### config.mk
export PLATFORM = sky130hd
export DESIGN_NAME = tcbt_ram
export DESIGN_NICKNAME = d
export VERILOG_FILES = /design/src/rtl/core/tcbt_ram.sv
export SDC_FILE = /design/constraint.sdc
export NUM_CORES = 1
export LEC_CHECK = 0
export ABC_AREA = 1
export BUFFER_PORTS_ARGS = -buffer_cell sky130_fd_sc_hd__buf_2
export CORE_ASPECT_RATIO = 0.6
export CORE_MARGIN = 10
export CORE_UTILIZATION = 35
export CTS_CLUSTER_SIZE = 16
export DETAILED_ROUTE_END_ITERATION = 8
export GPL_TIMING_DRIVEN = 0
export PLACE_DENSITY = 0.5
export SLEW_MARGIN = 20
export SYNTH_ARGS = -nofsm -noshare
export SYNTH_HDL_FRONTEND = slang
export SYNTH_SLANG_ARGS = --single-unit
### constraint.sdc
create_clock -name i_clk -period 1.2 [get_ports i_clk]
set_clock_uncertainty 0.05 [all_clocks]
set_input_delay 0.12 -clock i_clk [delete_from_list [all_inputs] [get_ports i_clk]]
set_output_delay 0.12 -clock i_clk [all_outputs]
set_load 0.005 [all_outputs]
### src/rtl/core/tcbt_ram.sv
// ----------------------------------------------------------------------------
// tcbt_ram
// Generic single-write, single-read RAM with registered read data.
// ----------------------------------------------------------------------------
`default_nettype none

module tcbt_ram #(
    parameter int P_WIDTH = 8,
    parameter int P_DEPTH = 16
) (
    input  wire logic                       i_clk,
    input  wire logic                       i_we,
    input  wire logic [$clog2(P_DEPTH)-1:0] i_wa,
    input  wire logic [P_WIDTH-1:0]         i_wd,
    input  wire logic                       i_re,
    input  wire logic [$clog2(P_DEPTH)-1:0] i_ra,
    output logic      [P_WIDTH-1:0]         o_rd
);

    logic [P_WIDTH-1:0] r_mem [P_DEPTH];
    logic [P_WIDTH-1:0] r_rd;

    always_ff @(posedge i_clk) begin
        if (i_we) begin
            r_mem[i_wa] <= i_wd;
        end
        if (i_re) begin
            r_rd <= r_mem[i_ra];
        end
    end

    assign o_rd = r_rd;

endmodule

`default_nettype wire

==> results.json <==
{
  "fin_crit_ps": 1210,
  "whs_path_depth": 1,
  "diodes": 0,
  "routed_wl_mm": 16.1,
  "clockBufferDepth": 2,
  "drtIter0Drc": 433,
  "port_buffers": 23,
  "reg2reg_slack_ps": -8,
  "areaGrowthSynthToFinish_pct": 21.7,
  "min_from": "i_re",
  "h-tree-depth": 4,
  "yosysWarningCount": 0,
  "postCtsHoldBufs": 0,
  "core_um2": 16300,
  "critPathRequiredTime_ps": 1310,
  "clkLatencyLatePin_ps": 420,
  "grt_max_degree": 17,
  "cts_setup_buffers": 0,
  "yosysTopAreaCell": "edfxtp_1",
  "ys_ff_latch": 136,
  "antenna_found_initial": 0,
  "r2r_start": "r_mem[10][0]",
  "p_leak_nw": 3.00,
  "endpoint_kind": "flop",
  "design_area_um2": 7120,
  "path_clk_slew_ps": 60,
  "rsz0062_at_grt": "true",
  "cts.sinks": 136,
  "synth-edff-count": 136,
  "hpwl_mm": 11.0,
  "placed_cell_area_um2": 6250,
  "multi_input_area_um2": 1520,
  "cts_made_buffers": 17,
  "critPathKind": "reg -> reg",
  "yosysMostFrequentCell": "nand2_1",
  "first_global_vias": 3794,
  "syn_avg_cell_area_um2": 10.6,
  "io_pins": 27,
  "hp-class": "in -> reg",
  "grt_pass1_wl_mm": 23.8,
  "synth_nets": 570,
  "synthTopCellsByArea": "edfxtp_1, nand2_1, nand3_1",
  "route.detailed.drc": 0,
  "holdPathEnd": "o_rd[7]",
  "r2r_cells": 6,
  "netlist_area_um2": 5850,
  "synth-async-reset-ratio_pct": 0,
  "register_area_um2": 4080,
  "vias": 3953,
  "cts-root-buf": "clkbuf_16",
  "worstSetupStartpointType": "flop",
  "cellPowerDensity_nw_per_um2": 1580,
  "setup_viol": 1,
  "drv_cap": 0,
  "dr.pass1.iters": 6,
  "dieArea_um2": 22400,
  "outcome": "complete, but fails checks",
  "max_freq_mhz": 828,
  "crit_path_start": "r_mem[10][0]",
  "drive_gt1_share_pct": 25.9,
  "worst_hold_slack_ps": 32.3,
  "die_h_um": 120,
  "cts_tree": "yes",
  "synthTopCellsByCount": "nand2_1, edfxtp_1, inv_1",
  "groute.usage.overall_pct": 14.5,
  "final_hold_viol_count": 0,
  "syn_inst": 551,
  "ys.flop_type": "edfxtp_1",
  "final_antenna_net_count": 0,
  "violations": "negative setup slack",
  "initial_core_util_pct": 35.9,
  "final.period_utilization_pct": 101,
  "fin_nets": 612,
  "synth_top_cell_area_share_pct": 69.8,
  "layout_setup_ws_ps": -8.33,
  "cp_max_fo": 1,
  "seq_area_frac_synth_pct": 69.8,
  "slew_headroom_pct": 50.8,
  "gp_congestion": 0.898,
  "ir_drop_v": 0.000835,
  "fillers": 1556,
  "rows": 36,
  "worst_slew_pin_slew_ps": 735,
  "wl_per_cell_um": 19.3,
  "rr_endpoint": "o_rd[0]",
  "synth_cell_types": 11,
  "grt_overflow": 0,
  "drv_slew": 0,
  "arrival_ps": 1320,
  "die_x_um": 187,
  "via_per_inst": 4.74
}
power by group:
group	internal [mW]	switching, mW	leakage, nW	total [mW]
clock network	2.89	2.13	0.282	5.02
logic	0.231	0.587	1.48	0.818
registers	5.35	0.0272	1.24	5.38
total	8.48	2.75	3.00	11.2
flip-flops by register name, summed over array words and instances (netlist names):
name,flops
r_mem,128
o_rd,8
worst max-delay path, cell delays in order, from the launching register on:
cell      delay (ps)
edfxtp_1         360
nand2_1           70
nand2_1          100
nand2_2          100
nand3_1           60
nand3_1          100
nand2_2           90
logic make-up after synthesis:
family                 after synthesis  synth area share, %
AND/OR/NAND/NOR                    289                 20.8
flip-flops                         136                 69.8
buffers and inverters              126                 9.39
routing by layer:
layer / part of all wire (%) / GRT usage (%) / vias to the layer above
li1: - / - / 1868
met1: 52 / 21.9 / 1894
met2: 40 / 19.2 / 166
met3: 6.5 / 3.88 / 25
met4: 1.5 / 4.71 / 0
met5: 0 / 0 / -
per-stage QoR:
step / setup WS [ps] / utilization (%) / power (mW) / std cells / TNS, ps
after global placement: -457 / 38.3 / 6.19 / 802 / -46310
final: -8.33 / 43.6 / 11.2 / 834 / -8.33
after global routing: -42.7 / 43.6 / 11.6 / 834 / -237
after detailed placement: -486 / 38.3 / 6.20 / 802 / -49750
after floorplan: 79.2 / - / 5.85 / 551 / 0
after CTS: -42.8 / 42.1 / 11.2 / 834 / -590
final cells by class:
class / instances / share of cell area, %
clock buffer: 17 / 5.98
inverter: 102 / 5.38
tap: 228 / 4.01
buffer: 24 / 2.34
clock inverter: 15 / 1.99
multi-input combinational: 289 / 21.3
sequential: 136 / 57.4
timing repair buffer: 23 / 1.62
cells in the final DEF (no fill, tap or decap):
cell type,instances
nand2_1,152
edfxtp_1,136
inv_1,99
nand3_1,55
nand3_2,41
buf_2,36
nand2_2,21
clkbuf_16,17
nor2_2,13
buf_6,6
buf_4,4
nor2_1,4
clkinv_2,4
inv_6,4
inv_2,3
clkinv_4,3
nand3b_1,2
inv_8,2
buf_1,1
nand3_4,1
bufinv_16,1
clkinvlp_4,1
worst max path at each step:
stage                   end
4_1_cts         r_mem[8][4]
3_3_place_gp   r_mem[11][5]
2_1_floorplan   r_mem[4][0]
6_report            o_rd[0]
3_5_place_dp   r_mem[11][3]
5_1_grt             o_rd[5]
what timing repair did:
action	CTS	global route
gates resized for setup	15	63
endpoints found under the setup margin	31	78
endpoints found under the hold margin	0	0
pin swaps	0	7
Note: power is estimated with default switching activity, not from simulation.
