===== src/rtl/core/tcbt_pkg.sv =====
// ----------------------------------------------------------------------------
// tcbt_pkg
// Types, sizes and helper functions shared by the two-choice bucket table.
// ----------------------------------------------------------------------------
`default_nettype none

package tcbt_pkg;

    localparam int ROW_BITS      = 8;
    localparam int MAX_HALF      = 8;
    localparam int VALUE_BITS    = 64;
    localparam int ROWS          = 1 << ROW_BITS;
    localparam int ROW_SLOTS     = 2 * MAX_HALF;
    localparam int SLOT_BITS     = (ROW_SLOTS > 1) ? $clog2(ROW_SLOTS) : 1;
    localparam int FREE_BITS     = $clog2(ROW_SLOTS + 1);
    localparam int HALF_BITS     = $clog2(MAX_HALF + 1);
    localparam int VADDR_BITS    = ROW_BITS + SLOT_BITS;
    localparam int VALUE_DEPTH   = ROWS * ROW_SLOTS;
    localparam int CFG_IDX_BITS  = 2;
    localparam int CFG_DATA_BITS = 4;

    localparam logic ACT_INSERT = 1'b0;
    localparam logic ACT_POP    = 1'b1;

    typedef enum logic [1:0] {
        ST_DONE  = 2'd0,
        ST_SKIP  = 2'd1,
        ST_FULL  = 2'd2,
        ST_EMPTY = 2'd3
    } t_status;

    typedef enum logic [CFG_IDX_BITS-1:0] {
        CFG_HALF_CAP   = 2'd0,
        CFG_HARD_BOUND = 2'd1
    } t_cfg_idx;

    typedef logic [ROW_BITS-1:0]   t_row;
    typedef logic [ROW_SLOTS-1:0]  t_word;
    typedef logic [SLOT_BITS-1:0]  t_slot;
    typedef logic [FREE_BITS-1:0]  t_free;
    typedef logic [HALF_BITS-1:0]  t_half;
    typedef logic [VALUE_BITS-1:0] t_val;
    typedef logic [VADDR_BITS-1:0] t_vaddr;

    typedef struct packed {
        logic        action;
        logic [7:0]  row_a;
        logic [7:0]  row_b;
        logic [63:0] value_a;
        logic [63:0] value_b;
    } t_in_req;

    typedef struct packed {
        t_status     status;
        logic [7:0]  chosen_row;
        logic [63:0] popped_value;
        logic [4:0]  free_before;
    } t_out_rsp;

    // occupancy write, one row per request
    typedef struct packed {
        logic  we;
        t_row  row;
        t_word word;
    } t_occ_wr;

    typedef struct packed {
        t_status status;
        t_row    row;
        t_free   free;
        t_slot   slot;
        logic    wr_occ;
        logic    wr_val;
        logic    rd_val;
        t_word   word;
        t_val    value;
    } t_pol_res;

    function automatic t_half eff_half(input logic [CFG_DATA_BITS-1:0] h);
        t_half c;
        if (h == '0) begin
            c = t_half'(1);
        end else if (int'(h) > MAX_HALF) begin
            c = t_half'(MAX_HALF);
        end else begin
            c = t_half'(h);
        end
        return c;
    endfunction

    function automatic t_word slot_mask(input t_half c);
        t_word m;
        for (int j = 0; j < ROW_SLOTS; j++) begin
            m[j] = (j < 2 * int'(c));
        end
        return m;
    endfunction

endpackage

`default_nettype wire


===== src/rtl/core/tcbt_policy.sv =====
// ----------------------------------------------------------------------------
// tcbt_policy
// Two-choice row selection, free-slot counts and slot search for one request.
// ----------------------------------------------------------------------------
`default_nettype none

module tcbt_policy (
    input  wire tcbt_pkg::t_in_req               i_req,
    input  wire tcbt_pkg::t_word                 i_word_a,
    input  wire tcbt_pkg::t_word                 i_word_b,
    input  wire logic [tcbt_pkg::CFG_DATA_BITS-1:0] i_half,
    input  wire logic                            i_hard,
    output tcbt_pkg::t_pol_res                   o_res
);
    import tcbt_pkg::*;

    t_half c;
    t_word mask;
    t_row  ra;
    t_row  rb;
    t_free fa;
    t_free fb;
    logic  is_pop;
    logic  pick_a;
    t_word word;
    t_free fr;
    t_slot free_idx;
    logic  free_hit;
    t_slot used_idx;
    logic  used_hit;

    always_comb begin
        c    = eff_half(i_half);
        mask = slot_mask(c);
        ra   = t_row'(i_req.row_a);
        rb   = t_row'(i_req.row_b);

        fa = '0;
        fb = '0;
        for (int j = 0; j < ROW_SLOTS; j++) begin
            fa = fa + t_free'(mask[j] & ~i_word_a[j]);
            fb = fb + t_free'(mask[j] & ~i_word_b[j]);
        end

        is_pop = (i_req.action == ACT_POP);
        // ties go to the lower index; equal indices land on row b
        if (is_pop) begin
            pick_a = (fa < fb) || (fa == fb && ra < rb);
        end else begin
            pick_a = (fa > fb) || (fa == fb && ra < rb);
        end
        word = pick_a ? i_word_a : i_word_b;
        fr   = pick_a ? fa : fb;

        // lowest free slot
        free_idx = '0;
        free_hit = 1'b0;
        for (int j = ROW_SLOTS - 1; j >= 0; j--) begin
            if (mask[j] && !word[j]) begin
                free_idx = t_slot'(j);
                free_hit = 1'b1;
            end
        end
        // highest used slot
        used_idx = '0;
        used_hit = 1'b0;
        for (int j = 0; j < ROW_SLOTS; j++) begin
            if (mask[j] && word[j]) begin
                used_idx = t_slot'(j);
                used_hit = 1'b1;
            end
        end

        o_res        = '0;
        o_res.status = ST_DONE;
        o_res.row    = pick_a ? ra : rb;
        o_res.free   = fr;
        o_res.value  = pick_a ? t_val'(i_req.value_a) : t_val'(i_req.value_b);
        o_res.word   = word;

        if (!is_pop) begin
            if (i_hard && fr <= t_free'(c)) begin
                o_res.status = ST_SKIP;
            end else if (free_hit) begin
                o_res.slot   = free_idx;
                o_res.wr_occ = 1'b1;
                o_res.wr_val = 1'b1;
                o_res.word   = word | (t_word'(1) << free_idx);
            end else begin
                o_res.status = ST_FULL;
            end
        end else begin
            if (used_hit) begin
                o_res.slot   = used_idx;
                o_res.wr_occ = 1'b1;
                o_res.rd_val = 1'b1;
                o_res.word   = word & ~(t_word'(1) << used_idx);
            end else begin
                o_res.status = ST_EMPTY;
            end
        end
    end

endmodule

`default_nettype wire


===== config.mk =====
export PLATFORM = sky130hd
export DESIGN_NAME = tcbt_policy
export DESIGN_NICKNAME = d
export VERILOG_FILES = /design/src/rtl/core/tcbt_pkg.sv /design/src/rtl/core/tcbt_policy.sv
export SDC_FILE = /design/constraint.sdc
export NUM_CORES = 1
export LEC_CHECK = 0
export ABC_AREA = 1
export BUFFER_PORTS_ARGS = -buffer_cell sky130_fd_sc_hd__buf_2
export CORE_AREA = 2 2 109 111
export DETAILED_ROUTE_END_ITERATION = 7
export DIE_AREA = 0 0 111 113
export GPL_TIMING_DRIVEN = 1
export PLACE_DENSITY_LB_ADDON = 0.15
export RECOVER_POWER = 100
export SLEW_MARGIN = 25
export SYNTH_ARGS = -nofsm -noshare
export SYNTH_HDL_FRONTEND = slang
export SYNTH_SLANG_ARGS = --single-unit

===== constraint.sdc =====
create_clock -name vclk -period 30.7
set_input_delay 6.14 -clock vclk [all_inputs]
set_output_delay 6.14 -clock vclk [all_outputs]
set_load 0.05 [all_outputs]

==> metrics.csv, run 1 <==
metric,value,unit
sequential area share after synthesis,0,%
vias in the first global route,4587,
fin crit share,78.41,%
Cells after Synth,553,
Routed WL,14.66,mm
dpl hpwl,13.46,mm
count of final setup violators,0,
Critical Path RT,24560,ps
DRC Markers,0,
WHS,12710,ps
All-Layer GR Usage,22.07,%
Via density,4.748,
Placer Congestion,0.9382,
YS warnings,0,
I/O pin count,284,
wire per inst,15.14,um
Yosys cell types,41,
initial antenna violation count,2,
status,"finished, violations left",
syn avg cell area,6.378,um^2
Crit path largest cell delay,2470,ps
GR Overflow Total,0,
CP startpoint kind,primary input,
layout cells sized above 1,35.80,%
Slew Limit Fails,122,
Core ar.,0.01127,mm^2
# fillers,1232,
largest net degree at the start of global routing,79,
sequential cell count,0,
CP max FO,78,
DR iter-0 viols,177,
row cnt,39,
worst setup path class,in -> out,
Worst EP arrival,17930,ps
worst-margin pin slew,3403,ps
# port buffers,284,
FF+latch area,0,um^2
slew margin rel.,-126.9,%
Die Span Y,113,um
Nets,1054,
First-pass DRT Iterations,4,
Die W,111,um
Achievable Freq,41.54,MHz
hold_buf cts,0,
Finished Core Util,43.55,%
Post-Syn Nets,781,
most frequent CP cell,nand2_1,
minimum clock period,24070,ps
"Area growth, synth to finish",39.16,%
violated checks,"capacitance limit, slew limit",
Final ANT Viol Nets,0,
final hold viol count,0,
synthesized area,0.003527,mm^2
first-pass GRT wire length,22.59,mm
final std cells w/o fill,968,
placed cells,967,
post-cts resize count,0,
unrepaired setup endpoints after global routing,no,
die area,0.01254,mm^2
initial core utilization,31.29,%
maxcap violations,2,
via count,4596,
Setup Buffers After CTS,0,
Hold Crit Class,in -> out,
TNS Setup,0,ps
Slowest cell on crit path,clkbuf_1,
clkbuf count,0,
crit path capture type,output port,
-- cell families (layout without fill, tap and decap cells) --
family | after synthesis | in the layout | share of synthesized area, %
simple gates | 247 | 247 | 31.29
buf+inv | 121 | 392 | 14.19
compound gates | 71 | 71 | 12.52
mux | 64 | 64 | 20.43
fa+ha+maj | 46 | 46 | 20.57
xor+xnor | 4 | 4 | 0.9934
other cells | 0 | 1 | 0
-- path summary, 6_finish.rpt --
kind	startpoint	to	slack (ps)	cells after the start
setup / recovery	i_half[1]	o_res[72]	6630	38
hold / removal	i_req[141]	o_res[97]	12710	4
-- per-stage QoR --
step                      area (um^2)  setup slack, ps
final                            4908             6627
after global routing             4906             5363
after CTS                        5044             9797
after detailed placement         5044             9823
after global placement           5044            10030
after floorplan                  3527             9599
-- layout by cell type (no fill, tap or decap), types with 2 or more instances in the layout --
cell type	count
mux2_2	62
nor2_4	5
nand2_1	137
o21ai_0	23
clkinv_2	2
o21ai_2	9
a21oi_1	11
nor2_2	4
fa_1	20
a22oi_1	2
or2_2	7
clkbuf_1	98
nor3_2	2
nor3_1	4
nor2_1	43
nand4_1	9
o21a_1	2
nand2_2	10
a31oi_1	3
mux2_1	2
nand3_1	22
ha_1	26
o22ai_1	2
o21ai_1	12
inv_2	5
buf_2	187
or2_1	2
inv_1	100
xor2_1	3
-- routing by layer --
layer	vias up	global-route usage (%)	part of all wire, %
met5	-	0	0.068
met4	2	5.833	2.6
li1	2306	-	-
met1	2091	24.51	38
met2	168	44.05	54
met3	29	2.732	5.6
-- critical path: cells and delay by family --
family / cells / cell delay (ps)
compound gates: 6 / 1680
xor+xnor: 1 / 170
fa+ha+maj: 8 / 3520
buf+inv: 9 / 3680
simple gates: 14 / 2720
-- cell type report --
type | instances | area (um^2) | share of cell area, %
inverters | 107 | 404.1 | 8.233
diodes | 1 | 2.502 | 0.05098
well taps | 143 | 178.9 | 3.645
repair buffers | 285 | 1304 | 26.56
multi-input cells | 432 | 3019 | 61.51
-- cells in the mapped netlist (4+ instances only) --
| cell type | instances | area (um^2) |
|---|---|---|
| fa_1 | 20 | 400.4 |
| ha_1 | 26 | 325.3 |
| a21oi_1 | 11 | 55.05 |
| clkbuf_1 | 9 | 33.78 |
| o21ai_1 | 12 | 60.06 |
| nand2_2 | 11 | 68.82 |
| inv_1 | 100 | 375.4 |
| nor2_2 | 4 | 25.02 |
| o21ai_2 | 9 | 78.83 |
| nor2_1 | 43 | 161.4 |
| nand2_1 | 136 | 510.5 |
| mux2_2 | 64 | 720.7 |
| nor2_4 | 5 | 56.30 |
| nand4_1 | 9 | 56.30 |
| or2_2 | 7 | 43.79 |
| nand3_1 | 22 | 110.1 |
| inv_2 | 5 | 18.77 |
| o21ai_0 | 23 | 115.1 |
Power of run 1 is not shown: default switching activity piles up to over one toggle a cycle in this logic, so the estimate is an artifact.
==> inputs of run 2 (changes only) <==
--- a/config.mk
+++ b/config.mk
@@ -5,7 +5,7 @@
 export SDC_FILE = /design/constraint.sdc
 export NUM_CORES = 1
 export LEC_CHECK = 0
-export ABC_AREA = 1
+export ABC_AREA = 0
 export BUFFER_PORTS_ARGS = -buffer_cell sky130_fd_sc_hd__buf_2
 export CORE_AREA = 2 2 109 111
 export DETAILED_ROUTE_END_ITERATION = 7
==> constraint.sdc (replaced) <==
create_clock -name vclk -period 22.5
set_input_delay 4.5 -clock vclk [all_inputs]
set_output_delay 4.5 -clock vclk [all_outputs]
set_load 0.05 [all_outputs]
==> run 2 against run 1 <==
Effect of this change:
- the run now ends clean
- die area unchanged
- flip-flop and latch count is the same
- clock-buffer cell count unchanged
- setup slack lost 2700 ps
- via count rose by 27%
- critical endpoint is now o_res[75]
- largest cell class unchanged
==> metrics.csv, run 2 <==
metric,value,unit,change
minimum clock period,18550,ps,
DRC Markers,0,,unchanged
"Area growth, synth to finish",32.46,%,
most frequent cells in the layout,"251 x nand2_1, 190 x buf_2, 94 x clkbuf_1",,
slew margin rel.,24.20,%,+150 points
vias in the first global route,5391,,+18%
adder-cell share of the synthesized area,17.78,%,-2.8 points
Post-Syn Nets,914,,+17%
most frequent cell after synthesis,nand2_1,,
DR iter-0 viols,608,,+240%
count of final setup violators,0,,unchanged
Setup Buffers After CTS,0,,unchanged
First-pass DRT Iterations,7,,+3
I/O pin count,284,,unchanged
unrepaired setup endpoints after global routing,no,,
status,"complete, no violations",,
area of the multi-input gates,0.003732,mm^2,+24%
post-synth top area cell,nand2_1,,
Worst EP arrival,14050,ps,-3880 ps
Cells after Synth,686,,+24%
sequential cell count,0,,unchanged
All-Layer GR Usage,29.34,%,+7.3 points
Hold Path Depth,4,,unchanged
Synth Area in Compound Gates,28.11,%,+16 points
initial antenna violation count,0,,-2
fin crit share,82.46,%,
FF+latch area,0,um^2,unchanged
maxcap violations,0,,-2
Slowest cell on crit path,clkbuf_1,,
syn avg cell area,5.950,um^2,-6.7%
via count,5858,,+27%
Placer Congestion,1.013,,+8.0%
CP max FO,27,,-65%
hold_buf cts,0,,unchanged
die area,0.01254,mm^2,unchanged
Hold Crit Class,in -> out,,
Nets,1169,,+11%
Core ar.,0.01127,mm^2,unchanged
Die Span Y,113,um,unchanged
largest family of logic cells by synthesized area,simple AND/OR/NAND/NOR gates,,
layout cells sized above 1,22.58,%,-13 points
wire per inst,18.18,um,+20%
synthesized area,0.004081,mm^2,+16%
Synth Area in XOR/XNOR,0.8584,%,-0.13 points
Crit path largest cell delay,730,ps,-1740 ps
Routed WL,19.67,mm,+34%
hold_sp,i_req[89],,
Simple-Gate Fraction of Synth Area,41.32,%,+10 points
CP startpoint kind,primary input,,
YS warnings,0,,unchanged
worst setup path class,in -> out,,
largest net degree at the start of global routing,92,,+16%
# port buffers,284,,unchanged
crit path capture type,output port,,
final hold viol count,0,,unchanged
Slew Limit Fails,0,,-100%
clkbuf count,0,,unchanged
# fillers,1297,,+5.3%
GR Overflow Total,0,,unchanged
post-cts resize count,0,,unchanged
initial core utilization,36.21,%,+4.9 points
ant diodes,0,,-1
first-pass GRT wire length,29.65,mm,+31%
Die W,111,um,unchanged
top post-synthesis cells by area,"nand2_1 23%, fa_1 9.8%, ha_1 8.0%, nor2_1 4.3%, inv_1 4.1%",,
"commonest non-fill, non-tap cell in the layout",nand2_1,,
Hold Path End,o_res[25],,
Achievable Freq,53.90,MHz,
sequential area share after synthesis,0,%,unchanged
worst-margin pin slew,1128,ps,-2275 ps
mux cell area share after synthesis,4.047,%,-16 points
TNS Setup,0,ps,unchanged
row cnt,39,,unchanged
Final ANT Viol Nets,0,,unchanged
top cell type's share of synthesized area,23.08,%,+2.7 points
Via density,5.414,,+14%
most frequent CP cell,fa_1,,
dpl hpwl,16.50,mm,+23%
Yosys cell types,79,,+93%
Commonest cells post-synth,"251 x nand2_1, 47 x nor2_1, 45 x inv_1",,
Critical Path RT,18000,ps,-6560 ps
## run 2: worst max-delay path: cells and delay by family
family | cells | cell delay (ps)
xor+xnor | 1 | 240
buf+inv | 5 | 1850
compound gates | 9 | 2640
simple gates | 7 | 1990
fa+ha+maj | 7 | 2840
## run 2: logic make-up (layout without fill, tap and decap cells)
kind of cell,Yosys count,count (layout)
multiplexers,16,16
AND/OR/NAND/NOR,384,384
AO/OA/AOI/OAI,157,157
XOR/XNOR,4,4
adder cells (fa/ha/maj),46,46
buffers and inverters,79,332
## run 2: layout make-up
cell class / count / share of cell area (%)
multi-input cells: 607 / 69.03
repair buffers: 287 / 24.53
inverters: 45 / 3.124
well taps: 143 / 3.309
## run 2: worst max-delay path by stage
stage / from / to / depth (start not counted)
after global placement: i_half[3] / o_res[75] / 31
after global routing: i_half[3] / o_res[75] / 30
final: i_half[3] / o_res[75] / 29
after detailed placement: i_half[3] / o_res[75] / 31
after CTS: i_half[3] / o_res[75] / 31
after floorplan: i_half[3] / o_res[75] / 35
## run 2: stage by stage
stage | hold WS (ps) | cell area (um^2) | worst slack, ps | utilization [%] | std cells
2_1_floorplan | 9312 | 4081 | 3960 | - | 686
5_1_grt | 9390 | 5406 | 3357 | 47.96 | 1082
4_1_cts | 9376 | 5559 | 5541 | 49.32 | 1082
3_3_place_gp | 9374 | 5559 | 5714 | 49.32 | 1082
3_5_place_dp | 9375 | 5559 | 5522 | 49.32 | 1082
6_report | 9379 | 5406 | 3946 | 47.96 | 1082
## run 2: routing by layer
layer / vias up / share of wire, % / GRT usage [%]
met2: 353 / 44 / 47.16
met3: 31 / 13 / 10.02
li1: 2877 / - / -
met4: 0 / 2.2 / 5.583
met1: 2597 / 41 / 38.69
met5: - / 0 / 0
Power of run 2 is left out for the same reason.
==> inputs of run 3 (changes only) <==
--- a/config.mk
+++ b/config.mk
@@ -5,11 +5,11 @@
 export SDC_FILE = /design/constraint.sdc
 export NUM_CORES = 1
 export LEC_CHECK = 0
-export ABC_AREA = 0
+export ABC_AREA = 1
 export BUFFER_PORTS_ARGS = -buffer_cell sky130_fd_sc_hd__buf_2
-export CORE_AREA = 2 2 109 111
+export CORE_AREA = 2 2 110 112
 export DETAILED_ROUTE_END_ITERATION = 7
-export DIE_AREA = 0 0 111 113
+export DIE_AREA = 0 0 112 114
 export GPL_TIMING_DRIVEN = 1
 export PLACE_DENSITY_LB_ADDON = 0.15
 export RECOVER_POWER = 100
==> constraint.sdc (replaced) <==
create_clock -name vclk -period 17.2
set_input_delay 3.44 -clock vclk [all_inputs]
set_output_delay 3.44 -clock vclk [all_outputs]
set_load 0.05 [all_outputs]
==> run 3 against run 2 <==
Effect of this change:
- clock-buffer cell count unchanged
- hold slack lost 2100 ps
- critical path depth is 6 higher
==> metrics.csv, run 3 (synthesized netlist as in run 1, its figures left out) <==
metric,value,unit,change
status,"complete, no violations",,
Nets,1054,,-9.8%
via count,4581,,-22%
post-cts resize count,0,,unchanged
initial core utilization,30.12,%,-6.1 points
count of final setup violators,0,,unchanged
clkbuf count,0,,unchanged
worst-margin pin slew,824.3,ps,-304.1 ps
most frequent CP cell,inv_1,,
All-Layer GR Usage,22.95,%,-6.4 points
grt met2 use,44.08,%,-3.1 points
maxcap violations,0,,unchanged
Final ANT Viol Nets,0,,unchanged
final hold viol count,0,,unchanged
fin area,0.004941,mm^2,-8.6%
row cnt,40,,+2.6%
slew margin rel.,45.00,%,+21 points
# fillers,1346,,+3.8%
Worst EP arrival,12050,ps,-2000 ps
Placed Area,0.005049,mm^2,-9.2%
Setup Buffers After CTS,0,,unchanged
Slowest cell on crit path,nand2_4,,
Die W,112,um,+0.90%
Crit path largest cell delay,620,ps,-110 ps
Via density,4.713,,-13%
most frequent cells in the layout,"199 x buf_2, 136 x nand2_1, 101 x inv_1",,
FF+latch area,0,um^2,unchanged
layout cells sized above 1,36.29,%,+14 points
crit path capture type,output port,,
# port buffers,284,,unchanged
I/O pin count,284,,unchanged
"Area growth, synth to finish",40.09,%,
dpl hpwl,14.63,mm,-11%
TNS Setup,0,ps,unchanged
sequential cell count,0,,unchanged
DRC Markers,0,,unchanged
routing usage on met3,2.550,%,-7.5 points
wire per inst,16.42,um,-9.7%
worst setup path class,in -> out,,
GRT busiest layer,met2,,
die area,0.01277,mm^2,+1.8%
Die Span Y,114,um,+0.88%
minimum clock period,15490,ps,
Placer Congestion,0.9075,,-10%
Hold Crit Class,in -> out,,
First-pass DRT Iterations,5,,-2
Critical Path RT,13760,ps,-4240 ps
DR iter-0 viols,160,,-74%
vias in the first global route,4386,,-19%
WHS,7321,ps,-2058 ps
grt met1 use,27.35,%,-11 points
Slew Limit Fails,0,,unchanged
CP startpoint kind,primary input,,
largest net degree at the start of global routing,77,,-16%
GR Overflow Total,0,,unchanged
initial antenna violation count,1,,+1
Finished Core Util,42.19,%,-5.8 points
"commonest non-fill, non-tap cell in the layout",buf_2,,
Routed WL,15.96,mm,-19%
fin crit share,90.04,%,
hold_buf cts,0,,unchanged
first-pass GRT wire length,23.00,mm,-22%
Core ar.,0.01171,mm^2,+3.9%
Achievable Freq,64.57,MHz,
unrepaired setup endpoints after global routing,no,,
CP max FO,76,,+180%
-- run 3: worst paths after layout --
path | depth (start not counted) | from | slack [ps] | to
worst min-delay path | 4 | i_req[137] | 7320 | o_res[93]
worst max-delay path | 35 | i_half[1] | 1710 | o_res[72]
-- run 3: layout make-up --
cell class	count	area, um^2	area share [%]
repair buffers	285	1323	26.77
diodes	1	2.502	0.05065
multi-input cells	432	3028	61.28
inverters	107	404.1	8.179
well taps	147	183.9	3.722
-- run 3: through the flow --
step | std cells | setup slack [ps]
3_3_place_gp | 971 | 2141
2_1_floorplan | 553 | 1499
4_1_cts | 971 | 1956
5_1_grt | 972 | 936.6
3_5_place_dp | 971 | 1972
6_report | 972 | 1713
-- run 3: critical path, delay by kind of cell --
family | cells | cell delay (ps)
buffers and inverters | 10 | 1870
AND/OR/NAND/NOR | 10 | 1890
AO/OA/AOI/OAI | 7 | 1520
adder cells (fa/ha/maj) | 8 | 3290
-- run 3: per-layer routing --
layer	vias up	wire [um]	share of wire, %
met5	-	0	0
met4	0	384	2.4
met3	18	911	5.7
met2	156	8424	53
met1	2095	6237	39
li1	2312	-	-
Power of run 3 is left out for the same reason.
